**config.mk**
```make
export PLATFORM = sky130hd
export DESIGN_NAME = lbp_term_ram
export DESIGN_NICKNAME = d
export VERILOG_FILES = /design/src/lbp_pkg.sv /design/src/lbp_term_ram.sv
export SDC_FILE = /design/constraint.sdc
export NUM_CORES = 2
export LEC_CHECK = 0
export BUFFER_PORTS_ARGS = -buffer_cell sky130_fd_sc_hd__buf_2
export CAP_MARGIN = 30
export CORE_AREA = 2 2 469 471
export CTS_CLUSTER_DIAMETER = 40
export DETAILED_ROUTE_END_ITERATION = 16
export DIE_AREA = 0 0 471 473
export HOLD_SLACK_MARGIN = 0.03
export PLACE_DENSITY = 0.69
export SETUP_SLACK_MARGIN = 0.15
export SKIP_LAST_GASP = 1
export SYNTH_ARGS = -nofsm -noshare
export SYNTH_HDL_FRONTEND = slang
export SYNTH_SLANG_ARGS = --single-unit
```
**constraint.sdc**
```tcl
create_clock -name clk -period 5.1 [get_ports clk]
set_input_delay 1.02 -clock clk [delete_from_list [all_inputs] [get_ports clk]]
set_output_delay 1.02 -clock clk [all_outputs]
set_load 0.005 [all_outputs]
```
**src/lbp_pkg.sv**
```systemverilog
`timescale 1ns / 1ps
package lbp_pkg;
  localparam int MAX_TERMS = 32;
  localparam int IDX_W     = (MAX_TERMS > 1) ? $clog2(MAX_TERMS) : 1;
  localparam int CNT_W     = $clog2(MAX_TERMS + 1);
  localparam int COEF_W    = 16;
  localparam int BND_W     = 32;
  localparam int RHS_W     = 48;
  localparam int K_W       = COEF_W + 1;
  localparam int PROD_W    = K_W + BND_W;
  localparam int SUM_W     = 58;
  localparam int DIV_W     = SUM_W;
  localparam int DVS_W     = COEF_W;
  localparam int Q_W       = SUM_W + 2;
  localparam int OIDX_W    = 6;
  localparam int ST_W      = 2;

  localparam logic [ST_W-1:0] ST_UNCH   = 2'd0;
  localparam logic [ST_W-1:0] ST_TIGHT  = 2'd1;
  localparam logic [ST_W-1:0] ST_CONTRA = 2'd2;
  localparam logic [ST_W-1:0] ST_ZERO   = 2'd3;

  localparam logic REG_RHS = 1'b0;
  localparam logic REG_EQ  = 1'b1;

  // coefficient in the low bits, as on the input beat
  typedef struct packed {
    logic [BND_W-1:0]  hi;
    logic [BND_W-1:0]  lo;
    logic [COEF_W-1:0] coef;
  } term_t;

  typedef struct packed {
    logic             done;
    logic             rem_nz;
    logic [DIV_W-1:0] quo;
  } div_res_t;

  function automatic logic signed [PROD_W-1:0] min_contrib(
    input logic signed [K_W-1:0] k,
    input logic signed [BND_W-1:0] lo,
    input logic signed [BND_W-1:0] hi
  );
    logic signed [BND_W-1:0] x;
    x = k[K_W-1] ? hi : lo;
    return PROD_W'(k * x);
  endfunction
endpackage

```
**src/lbp_term_ram.sv**
```systemverilog
`timescale 1ns / 1ps
module lbp_term_ram (
  input  logic                  clk,
  input  logic                  we,
  input  logic [lbp_pkg::IDX_W-1:0] waddr,
  input  lbp_pkg::term_t        wdata,
  input  logic                  re,
  input  logic [lbp_pkg::IDX_W-1:0] raddr,
  output lbp_pkg::term_t        rdata
);
  import lbp_pkg::*;

  term_t mem [MAX_TERMS];

  always_ff @(posedge clk) begin
    if (we) begin
      mem[waddr] <= wdata;
    end
    if (re) begin
      rdata <= mem[raddr];
    end
  end
endmodule

```
==> metrics.txt <==
status=complete, no violations; drc violations=0; first-pass GRT wire length=360 mm; P per Cell Area=415 mW/mm²; clk root buf=clkbuf_16; grt ovf=0; Final min period=2.94 ns; IO buf count=172; MaxCap Viol Count=0; post-synthesis compound-gate area fraction=3.93%; most common cell after layout, fill and taps aside=edfxtp_1; DR vias=50,300; R2R cell count=4; CTS clk-pin slew, worst paths=0.06 ns; Multi-input gate area=0.0194 mm²; largest net degree at the start of global routing=99; final antenna-violating net count=0; die area=0.223 mm²; Worst Skew=0.0557 ns; CTS Hold Buffers Added=0; Reg area=0.0793 mm²; Simple-Gate Fraction of Synth Area=1.53%; VDD IR-drop max=388 µV; Mapped Nets=4,775; RSZ-0062 raised after global routing=no; clk_lat worst skew=0.91 ns; Avg Inst Size Synth=21.3 µm²; post-synthesis sequential area ratio=79.5%; Ports=173; HPWL Detailed=129 mm; Final Cycle Share=57.7%; CTS tree=done; Area Overhead vs Synth=15.6%; leakage power=37.8 nW; H-tree lvl count=5; core area=0.218 mm²; CP Launch Type=input port; Fin Hold WS=0.582 ns; CP Capture Point=rdata[14]; DR vias/cell=6.16; Resized cells post-CTS=0; mux cell area share after synthesis=13.7%; Power, Total=47.8 mW; router iterations before antenna repair=5; Setup TNS Final=0 ns; Starting Density=45.7%; Synth top area share=79.5%; CTS sink count=2,640; CP Class=input port to flip-flop; Crit Path Max Fanout=57; reg2reg end=rdata[24]; Worst EP required=5.76 ns; GRT Overall Usage=22.6%; antenna violations before repair=34; cell area after synthesis=0.0997 mm²; worst-case clock buffer depth=4; Max Freq=340 MHz; placed insts=7,625; vias in the first global route=50,100; Bufs and invs on worst path=2; Post-Synth Adder-Cell Area=0%; die span in x=471 µm; final slew viol count=0; cell depth of the worst setup path=6; endpoints failing hold=0; most frequent cells in the layout=edfxtp_1, mux2i_1, a22oi_1; Synth Instances=4,682; fillers=16,500; DRT Wirelength=255 mm; Worst Hold Class=input port to flip-flop; Arr. time, crit path=3.61 ns; Yosys warnings=0; Worst path max stage delay=0.77 ns; post-synth cell types=31; Post-Synth XOR/XNOR Area=0%; Post-CTS Setup Inserts=0; Die H=473 µm; drt wl/cell=31.2 µm; fin cells=8,166; #FFs+latches synth=2,640; worst slew pin tran=1.03 ns; area leader, netlist=edfxtp_1; Num CTS Buffers=303; Worst R2R Setup Slack=3.34 ns; GPL Wtd Cong=0.765; sequence of cells on the critical path=buf_8 -> and2_4 -> buf_4 -> a22oi_1 -> a31oi_1 -> nand3_1; share of cells above drive strength 1=21.8%; slew margin rel.=31.4%; synth top area cells=edfxtp_1, mux4_2, mux2i_1; Largest delay share family, worst path=buffers and inverters; Rows=172; worst reg2reg path startpoint=mem[14][24]; Detailed Route Iter0 Violations=6,826; largest family of logic cells by synthesized area=multiplexers; Slowest cell on crit path=and2_4; Worst setup startpoint=raddr[0]; fin util=52.8%; crit path capture type=flip-flop; fin nets=5,155; final setup vio count=0
## Yosys cell counts
library cell / count
buf_6: 18
buf_4: 24
a31oi_1: 44
buf_1: 9
mux2i_1: 640
or3b_2: 2
nand4_1: 46
nand3_1: 152
mux4_2: 320
nor2_1: 44
a22oi_1: 424
and3_1: 1
clkbuf_1: 101
a21oi_1: 8
nor3_1: 4
clkbuf_4: 1
and2_1: 9
edfxtp_1: 2640
nor2b_1: 15
inv_1: 1
nand2b_1: 1
nor3_2: 1
buf_8: 1
nand2_1: 11
and3b_1: 1
a32oi_1: 4
a22o_1: 44
nor2_2: 2
or3_1: 1
nand3b_1: 5
buf_2: 108
## registers in the layout, summed over array words and instances, names as in the netlist
name	cells
mem	2560
rdata	80
## layout make-up
class,instances,share of cell area [%]
antenna,18,0.0391
clock buffer,352,6.91
clock inverter,168,1.63
inverter,1,0.00326
multi-input combinational,1779,16.9
sequential,2640,68.8
tap,2871,3.12
timing repair buffer,337,2.64
## stage by stage
step	instance area, µm²	setup WS (ns)
final	115000	2.16
after detailed placement	105000	1.19
after global routing	115000	2.12
after floorplan	99700	-0.436
after CTS	115000	2.16
after global placement	105000	1.26
## cell families after synthesis
family          Yosys count
flops                  2640
mux                     960
compound gates          524
simple gates            295
buf+inv                 263
## per-layer routing
metal	track usage [%]	vias to the layer above	routed length, µm
li1	-	20500	-
met1	31.0	26600	98900
met2	35.6	2773	122000
met3	6.30	442	27500
met4	6.56	16	6320
met5	0	-	101
## how the worst min path moves through the flow
stage          slack [ns]  depth (start not counted)     endpoint        start
2_1_floorplan        0.63                          4    rdata[41]  mem[20][41]
3_3_place_gp         0.66                          4    rdata[62]  mem[20][62]
3_5_place_dp         0.68                          4    rdata[62]  mem[21][62]
4_1_cts              0.52                          1   mem[2][28]    wdata[28]
5_1_grt              0.56                          1  mem[19][64]    wdata[64]
6_report             0.58                          1  mem[26][21]    wdata[21]
## where the power goes
part | total [mW] | internal (mW) | switching [mW]
sequential | 24.4 | 24.2 | 0.133
clock | 21.4 | 12.9 | 8.47
combinational | 2.04 | 0.726 | 1.31
total | 47.8 | 37.9 | 9.92
Power figures use the tool's default switching activity.
