[src/lbp_pkg.sv]
`timescale 1ns / 1ps
package lbp_pkg;
  localparam int MAX_TERMS = 32;
  localparam int IDX_W     = (MAX_TERMS > 1) ? $clog2(MAX_TERMS) : 1;
  localparam int CNT_W     = $clog2(MAX_TERMS + 1);
  localparam int COEF_W    = 16;
  localparam int BND_W     = 32;
  localparam int RHS_W     = 48;
  localparam int K_W       = COEF_W + 1;
  localparam int PROD_W    = K_W + BND_W;
  localparam int SUM_W     = 58;
  localparam int DIV_W     = SUM_W;
  localparam int DVS_W     = COEF_W;
  localparam int Q_W       = SUM_W + 2;
  localparam int OIDX_W    = 6;
  localparam int ST_W      = 2;

  localparam logic [ST_W-1:0] ST_UNCH   = 2'd0;
  localparam logic [ST_W-1:0] ST_TIGHT  = 2'd1;
  localparam logic [ST_W-1:0] ST_CONTRA = 2'd2;
  localparam logic [ST_W-1:0] ST_ZERO   = 2'd3;

  localparam logic REG_RHS = 1'b0;
  localparam logic REG_EQ  = 1'b1;

  // coefficient in the low bits, as on the input beat
  typedef struct packed {
    logic [BND_W-1:0]  hi;
    logic [BND_W-1:0]  lo;
    logic [COEF_W-1:0] coef;
  } term_t;

  typedef struct packed {
    logic             done;
    logic             rem_nz;
    logic [DIV_W-1:0] quo;
  } div_res_t;

  function automatic logic signed [PROD_W-1:0] min_contrib(
    input logic signed [K_W-1:0] k,
    input logic signed [BND_W-1:0] lo,
    input logic signed [BND_W-1:0] hi
  );
    logic signed [BND_W-1:0] x;
    x = k[K_W-1] ? hi : lo;
    return PROD_W'(k * x);
  endfunction
endpackage

[src/lbp_div.sv]
`timescale 1ns / 1ps
module lbp_div (
  input  logic                      clk,
  input  logic                      rst_n,
  input  logic                      start,
  input  logic [lbp_pkg::DIV_W-1:0] dvd,
  input  logic [lbp_pkg::DVS_W-1:0] dvs,
  output lbp_pkg::div_res_t         res
);
  import lbp_pkg::*;

  localparam int ITER_W = $clog2(DIV_W + 1);

  logic [ITER_W-1:0] iter_r;
  logic              busy_r;
  logic              done_r;
  logic [DVS_W-1:0]  rem_r;
  logic [DIV_W-1:0]  quo_r;
  logic [DVS_W-1:0]  dvs_r;
  logic [DVS_W:0]    trial;
  logic              qbit;

  assign trial = {rem_r, quo_r[DIV_W-1]};
  assign qbit  = (trial >= {1'b0, dvs_r});

  always_ff @(posedge clk) begin
    if (!rst_n) begin
      busy_r <= 1'b0;
      done_r <= 1'b0;
      iter_r <= '0;
    end else begin
      done_r <= 1'b0;
      if (start) begin
        busy_r <= 1'b1;
        iter_r <= ITER_W'(DIV_W);
        rem_r  <= '0;
        quo_r  <= dvd;
        dvs_r  <= dvs;
      end else if (busy_r) begin
        rem_r  <= qbit ? DVS_W'(trial - {1'b0, dvs_r}) : DVS_W'(trial);
        quo_r  <= {quo_r[DIV_W-2:0], qbit};
        iter_r <= iter_r - 1'b1;
        if (iter_r == ITER_W'(1)) begin
          busy_r <= 1'b0;
          done_r <= 1'b1;
        end
      end
    end
  end

  assign res.done   = done_r;
  assign res.rem_nz = |rem_r;
  assign res.quo    = quo_r;
endmodule

[config.mk]
export PLATFORM = sky130hd
export DESIGN_NAME = lbp_div
export DESIGN_NICKNAME = d
export VERILOG_FILES = /design/src/lbp_pkg.sv /design/src/lbp_div.sv
export SDC_FILE = /design/constraint.sdc
export NUM_CORES = 1
export LEC_CHECK = 0
export ABC_AREA = 1
export BUFFER_PORTS_ARGS = -buffer_cell sky130_fd_sc_hd__buf_4
export CORE_UTILIZATION = 37
export CTS_BUF_LIST = sky130_fd_sc_hd__clkbuf_16
export CTS_CLUSTER_SIZE = 24
export DETAILED_ROUTE_END_ITERATION = 8
export GPL_TIMING_DRIVEN = 0
export PLACE_DENSITY = 0.61
export SLEW_MARGIN = 20
export SYNTH_ARGS = -nofsm -noshare
export SYNTH_HDL_FRONTEND = slang
export SYNTH_SLANG_ARGS = --single-unit
[constraint.sdc]
create_clock -name clk -period 3.09 [get_ports clk]
set_clock_uncertainty 0.05 [all_clocks]
set_input_delay 0.1545 -clock clk [delete_from_list [all_inputs] [get_ports clk]]
set_output_delay 0.1545 -clock clk [all_outputs]
set_load 0.01 [all_outputs]
==> flow_summary.yaml, run 1 <==
setup_path:
  cp.required_ns: 3.14
  start_kind: "flop"
  slowest_delay_ns: 0.47
  timing.critical_path.max_delay_family: "simple AND/OR/NAND/NOR gates"
  crit_path_frequent_cell: "nand2_1"
  crit_fanout: 10
  crit_arrival_ns: 2.37
  crit_buf_inv: 2
  endpoint_kind: "flop"
  worstPathCellList: "ha_1, nand2_1, inv_2, nand2_1, nand2_1, nand3_1, nand2_1, nor2_4, nand2_4, buf_12, nand3_2, nand2_1"
  slowest_stage: "edfxtp_1"
  path_class: "reg -> reg"
finish:
  ff_latch_area_mm2: 0.00286
  final_util: 0.508
  fill_cells: 1368
  drive_above_1_share: 0.242
  synthToLayoutAreaGrowth_pct: 33.4
  diodes: 0
  multi_input_comb_area_mm2: 0.00205
  layout_common_cells: "nand2_1 (285), buf_4 (138), edfxtp_1 (90)"
  mostFrequentLayoutCell: "nand2_1"
  fin_nets: 866
synth:
  synth_top_family_by_area: "simple AND/OR/NAND/NOR gates"
  yosysWarnings: 0
  synth_area_leaders: "edfxtp_1 (51%), nand2_1 (20%), inv_1 (4.7%), ha_1 (4.3%), dfxtp_1 (3.0%)"
  syn_nets: 702
  ys_ff_latch: 98
  synth-compound-area-share: 0.0199
  yosysTopAreaCellShare: 0.512
  yosysTopAreaCell: "edfxtp_1"
  avgSynthCellArea_um2: 8.72
  synth_xor_area_frac: 0.0116
  synth-adder-area-share: 0.0464
  synth_mux_area_frac: 0
  synth_cell_types: 34
  ys_seq_area_frac: 0.542
  synthSimpleGateAreaFrac: 0.309
  synth_cells: 606
  syn_area_mm2: 0.00528
power:
  vdd_ir_drop_max_mv: 0.242
  p_leak_nw: 3.48
  p_per_area_mw_per_mm2: 555
floorplanning:
  io_pins: 137
  chipHeight_um: 121
  num_rows: 43
  core_area_mm2: 0.0139
  die_area_mm2: 0.0148
  fp.dieW_um: 121
  start_util: 0.381
global_routing:
  grt_use_total: 0.193
  grt_overflow: 0
  grt_pass1_wl_um: 21800
  grt_max_degree: 49
  antenna_found_initial: 0
  grt_pass1_vias: 4448
routing:
  via_count: 4513
  drc_errors: 0
  wl_um: 13300
  vias_per_cell: 4.73
  dr.first_iter.drc_count: 254
  drt_first_pass_iters: 5
  ant_nets: 0
  wl_per_cell_um: 13.9
clock_tree:
  root_buffer: "clkbuf_16"
  clkSinkCount: 98
  ctsLongestPathBuffers: 2
  cts.repair.resized: 0
  cts_tree: "yes"
  cts_buffers: 9
  clk_latency_ns: 0.36
  cts_max_level: 3
  clk_pin_slew_ns: 0.07
timing:
  relSlewSlack: 0.480
  finalHoldViolCount: 0
  clock.fmax_ghz: 0.432
  rsz0062_at_grt: "false"
  post-route-period-util: 0.750
  slew_viol_final: 0
  tightest_slew_ns: 0.778
  fin_tns_setup_ns: 0
  finalCriticalPeriod_ns: 2.32
  whs_ns: 0.0128
  setup_viol: 0
outcome:
  status: "completed"
placed_design:
  place_congestion: 0.900
  dp_hpwl_um: 9890
  portBuffers: 135
worst_hold_path:
  hp-class: "in -> reg"
run:
  cap_viol_max_count: 0
## state kept, by name, summed over array words and instances, names as in the netlist
| name | flops |
|---|---|
| quo_r | 58 |
| dvs_r | 16 |
| rem_r | 16 |
| iter_r | 6 |
| busy_r | 1 |
| done_r | 1 |
## path summary, 6_finish.rpt
kind	start	end	slack, ns	depth (start not counted)
setup / recovery	rem_r[11]	rem_r[3]	0.77	12
hold / removal	dvd[4]	quo_r[4]	0.01	3
setup reg to reg	rem_r[11]	rem_r[3]	0.77	12
hold reg to reg	iter_r[5]	iter_r[5]	0.44	2
## what timing repair did
item | CTS | global route
hold buffers | 17 | 0
buffers inserted | 0 | 0
endpoints found under the hold margin | 17 | 0
## final cells by class
cell class / count / area share
plain buffers: 21 / 0.0158
clock buffers: 9 / 0.0319
clock inverters: 6 / 0.0138
inverters: 70 / 0.0373
multi-input cells: 417 / 0.291
flip-flops and latches: 98 / 0.406
well taps: 180 / 0.0319
repair buffers: 153 / 0.172
## power by group
group | switching (mW) | internal [mW] | leakage (nW)
combinational | 0.559 | 0.402 | 2.38
clock | 0.532 | 0.719 | 0.158
sequential | 0.0869 | 1.62 | 0.941
total | 1.18 | 2.74 | 3.48
## worst reg2reg max path, delay by kind of cell (launching register included)
kind / cells / cell delay (ns)
flip-flops: 1 / 0.47
adder cells (fa/ha/maj): 1 / 0.40
buffers and inverters: 2 / 0.23
AND/OR/NAND/NOR: 9 / 0.91
## metal layers
metal,wire length [µm],share of wire,GRT usage
met5,0,0,0
met4,247,0.019,0.0779
met3,1010,0.076,0.0573
met2,6120,0.46,0.300
met1,5900,0.44,0.250
## logic make-up (layout without fill, tap and decap cells)
group / Yosys count / after routing
compound gates: 18 / 18
xor+xnor: 7 / 7
fa+ha+maj: 19 / 19
buf+inv: 91 / 259
flops: 98 / 98
simple gates: 373 / 373
## synth_stat cells (all sizes together)
master and number:
fa 1, xnor2 1, nor2 16, a211oi 1, or2 1, o21ai 3, clkbuf 13, a21oi 8
xor2 6, buf 8, a31oi 2, nor3 6, and2 1, edfxtp 90, o31ai 1, o21bai 1
dfxtp 8, o21a 2, nand3b 2, nand3 30, nor4 4, inv 70, nand4 20, nand2 293
ha 18
## metrics by stage
stage               power [mW]  instances  worst slack, ns  cell area, µm²
detailed placement        2.68        922            0.824            6560
floorplan                 2.32        606            0.506            5280
CTS                       3.94        954            0.793            7050
global placement          2.66        921           -0.609            6520
global route              4.12        954            0.621            7050
finish                    3.92        954            0.773            7050
(Power assumes the default switching activity.)
==> run 2: changes to the inputs <==
clock period = 2.15 ns   (was 3.09 ns; I/O delays follow)
==> flow_summary.yaml, run 2 (same netlist as run 1, synthesis figures left out) <==
outcome:
  status: "completed"
finish:
  diodes: 0
  largest_registers: "quo_r x58, dvs_r x16, rem_r x16"
  multi_input_comb_area_mm2: 0.00228
  layout_common_cells: "nand2_1 (282), buf_4 (156), edfxtp_1 (90)"
  synthToLayoutAreaGrowth_pct: 51.1
  fin_nets: 941
  final_util: 0.575
  largest_register_ffs: 58
  drive_above_1_share: 0.273
  regMostFlops: "quo_r"
  fill_cells: 1223
  mostFrequentLayoutCell: "nand2_1"
  ff_latch_area_mm2: 0.00286
setup_path:
  path_class: "reg -> reg"
  crit_arrival_ns: 2.15
  worstPathCellList: "ha_4, nand2_1, nor2_1, nand2_1, nand3_2, nand2_2, nand2_2, nand2_4, buf_6, nand4_1, nand2_1"
  endpoint_kind: "flop"
  r2r_slack_ns: 0.07
  slowest_stage: "edfxtp_1"
  slowest_delay_ns: 0.46
  start_kind: "flop"
  crit_fanout: 10
  crit_path_frequent_cell: "nand2_1"
  cp.required_ns: 2.22
clock_tree:
  ctsLongestPathBuffers: 2
  cts_max_level: 3
  clkSinkCount: 98
  clk_pin_slew_ns: 0.07
  clk_latency_ns: 0.36
  root_buffer: "clkbuf_16"
  cts_buffers: 9
  cts_tree: "yes"
placed_design:
  portBuffers: 135
  place_congestion: 0.891
  place_worst_setup_slack_ns: -0.120
  dp_hpwl_um: 9930
global_routing:
  grt_max_degree: 54
  grt_pass1_vias: 4877
  grt_pass1_wl_um: 23300
  antenna_found_initial: 0
  grt_use_total: 0.207
  grt_overflow: 0
floorplanning:
  fp.dieW_um: 121
  num_rows: 43
  die_area_mm2: 0.0148
  chipHeight_um: 121
  start_util: 0.381
  io_pins: 137
  core_area_mm2: 0.0139
timing:
  finalHoldViolCount: 0
  whs_ns: 0.0192
  rsz0062_at_grt: "true"
  fin_ws_ns: 0.0683
  clock.fmax_ghz: 0.480
  post-route-period-util: 0.968
  finalCriticalPeriod_ns: 2.08
  setup_viol: 0
  tightest_slew_ns: 0.766
  relSlewSlack: 0.489
  slew_viol_final: 0
power:
  p_total_mw: 5.88
  p_per_area_mw_per_mm2: 736
  vdd_ir_drop_max_mv: 0.478
  p_leak_nw: 3.81
routing:
  wl_um: 14900
  vias_per_cell: 4.80
  wl_per_cell_um: 14.4
  drc_errors: 0
  via_count: 4940
  drt_first_pass_iters: 5
  ant_nets: 0
  dr.first_iter.drc_count: 245
worst_hold_path:
  hp-class: "in -> reg"
run:
  cap_viol_max_count: 0
[run 2: worst paths after layout]
check        startpoint        end  depth (start not counted)
max            rem_r[2]  rem_r[13]                         11
min             dvd[19]  quo_r[19]                          3
min reg2reg   iter_r[5]  iter_r[5]                          2
max reg2reg    rem_r[2]  rem_r[13]                         11
[run 2: report_power, final]
| group | total, mW | internal [mW] | switching, mW | leakage (nW) |
|---|---|---|---|---|
| logic | 1.70 | 0.801 | 0.899 | 2.71 |
| clock network | 1.72 | 0.942 | 0.776 | 0.158 |
| registers | 2.46 | 2.32 | 0.134 | 0.941 |
[run 2: timing repair]
item | CTS | global route
endpoints found under the hold margin | 74 | 0
setup endpoints to repair | 17 | 17
pin swaps | 1 | 12
hold buffers | 74 | 0
resized for setup | 5 | 29
setup buffers | 2 | 16
[run 2: metal layers]
layer / wire (µm) / global-route usage / vias up
li1: - / - / 2439
met1: 6130 / 0.242 / 2287
met2: 7160 / 0.343 / 181
met3: 1190 / 0.0733 / 33
met4: 389 / 0.0833 / 0
met5: 0 / 0 / -
[run 2: layout make-up]
type                       instances  share of cell area
buffer                            21              0.0147
clock buffer                      11              0.0345
clock inverter                     5             0.00502
inverter                          70              0.0329
multi-input combinational        417               0.286
sequential                        98               0.359
tap                              180              0.0282
timing repair buffer             228               0.240
[run 2: metrics by stage]
stage	instances	TNS, ns	instance area [µm²]
finish	1030	0	7980
global placement	921	-38.47	6520
floorplan	606	0	5290
detailed placement	922	-1.27	6560
CTS	1014	0	7670
global route	1030	-0.482	7980
[run 2: worst max-delay path, delay by kind of cell, from the launching register on]
| family | cells | cell delay (ns) |
|---|---|---|
| adders and majority gates | 1 | 0.32 |
| buffers and inverters | 1 | 0.17 |
| DFF | 1 | 0.46 |
| and+or+nand+nor | 9 | 0.84 |
==> run 3: changes to the inputs <==
CORE_UTILIZATION = 50   (was 37)
PLACE_DENSITY = 0.78   (was 0.61)
==> flow_summary.yaml, run 3 (same netlist as run 1, synthesis figures left out) <==
floorplanning:
  die_area_mm2: 0.0110
  start_util: 0.514
  fp.dieW_um: 105
  num_rows: 37
  io_pins: 137
  chipHeight_um: 105
  core_area_mm2: 0.0103
power:
  p_leak_nw: 3.73
  vdd_ir_drop_max_mv: 0.414
  p_per_area_mw_per_mm2: 728
finish:
  largest_register_ffs: 58
  regMostFlops: "quo_r"
  fin_nets: 928
  drive_above_1_share: 0.263
  mostFrequentLayoutCell: "nand2_1"
  layout_common_cells: "nand2_1 (282), buf_4 (153), edfxtp_1 (90)"
  final_util: 0.750
  synthToLayoutAreaGrowth_pct: 45.9
  diodes: 0
  largest_registers: "quo_r x58, dvs_r x16, rem_r x16"
routing:
  drt_first_pass_iters: 5
  ant_nets: 0
  drc_errors: 0
  dr.first_iter.drc_count: 334
  wl_um: 15300
  vias_per_cell: 5.25
  via_count: 5104
  wl_per_cell_um: 15.7
global_routing:
  grt_pass1_vias: 5024
  grt_pass1_wl_um: 24200
  grt_overflow: 0
  grt_max_degree: 41
  antenna_found_initial: 0
  grt_use_total: 0.279
clock_tree:
  cts_tree: "yes"
  clk_latency_ns: 0.34
  clkSinkCount: 98
  root_buffer: "clkbuf_16"
  cts_max_level: 3
  clk_pin_slew_ns: 0.07
  ctsLongestPathBuffers: 2
  cts_buffers: 9
timing:
  finalHoldViolCount: 0
  finalCriticalPeriod_ns: 2.11
  relSlewSlack: 0.508
  fin_tns_setup_ns: 0
  setup_viol: 0
  tightest_slew_ns: 0.738
  slew_viol_final: 0
  post-route-period-util: 0.979
  clock.fmax_ghz: 0.475
placed_design:
  place_congestion: 0.908
  portBuffers: 135
  dp_hpwl_um: 9670
setup_path:
  slowest_stage: "edfxtp_1"
  worstPathCellList: "ha_4, nand2_1, nor2_2, buf_4, nand3_1, nand2_1, nor2_4, nand2_4, buf_12, nand3_2, nand2_1"
  crit_path_frequent_cell: "nand2_1"
  start_kind: "flop"
  path_class: "reg -> reg"
  endpoint_kind: "flop"
  crit_arrival_ns: 2.15
  cp.required_ns: 2.19
  timing.critical_path.max_delay_family: "simple AND/OR/NAND/NOR gates"
  crit_buf_inv: 2
  path_depth: 11
  worst_r2r_path_depth: 11
  crit_fanout: 10
  slowest_delay_ns: 0.44
worst_hold_path:
  hp-class: "in -> reg"
  holdPathStages: 3
outcome:
  status: "completed"
run:
  cap_viol_max_count: 0
[run 3: repair_timing]
| action | in CTS | in global routing |
|---|---|---|
| hold endpoints to repair | 64 | 0 |
| resized for setup | 2 | 25 |
| pin swaps | 1 | 6 |
| setup buffers | 3 | 12 |
| hold buffers | 64 | 0 |
| setup endpoints to repair | 17 | 17 |
[run 3: routing by layer]
layer | vias up | track usage | routed length (µm)
li1 | 2417 | - | -
met5 | - | 0 | 0
met4 | 0 | 0.0946 | 294
met2 | 254 | 0.481 | 7720
met1 | 2405 | 0.345 | 5990
met3 | 28 | 0.0643 | 1250
[run 3: path summary, 6_finish.rpt]
kind,start,end,slack [ns]
worst min-delay path,dvd[17],quo_r[17],0.003
worst min register to register,iter_r[5],iter_r[5],0.43
worst max-delay path,rem_r[14],rem_r[5],0.04
worst max register to register,rem_r[14],rem_r[5],0.04
[run 3: through the flow]
stage          instances  setup WS (ns)  cell area, µm²  power (mW)  hold slack [ns]
2_1_floorplan        606          0.174            5290        3.33            0.156
3_3_place_gp         877         -0.430            6470        3.79            0.237
3_5_place_dp         878         -0.125            6490        3.84            0.237
4_1_cts              961         0.0122            7440        5.42          0.00113
5_1_grt              973        -0.0259            7710        5.87           0.0155
6_report             973         0.0443            7710        5.62          0.00255
[run 3: area by class of cell]
class | instances | area [µm²]
multi-input cells | 417 | 2250
inverters | 70 | 263
plain buffers | 21 | 118
clock buffers | 9 | 225
repair buffers | 215 | 1790
clock inverters | 7 | 38.8
well taps | 136 | 170
flip-flops and latches | 98 | 2860
fillers | 693 | 2570
[run 3: tightest hold or removal path: stages]
cell     delay, ns
buf_4         0.07
nand2_1       0.04
nand2_1       0.06
[run 3: where the power goes]
group | internal [mW] | total, mW | switching, mW
sequential | 2.33 | 2.47 | 0.144
combinational | 0.754 | 1.65 | 0.896
clock | 0.774 | 1.50 | 0.722
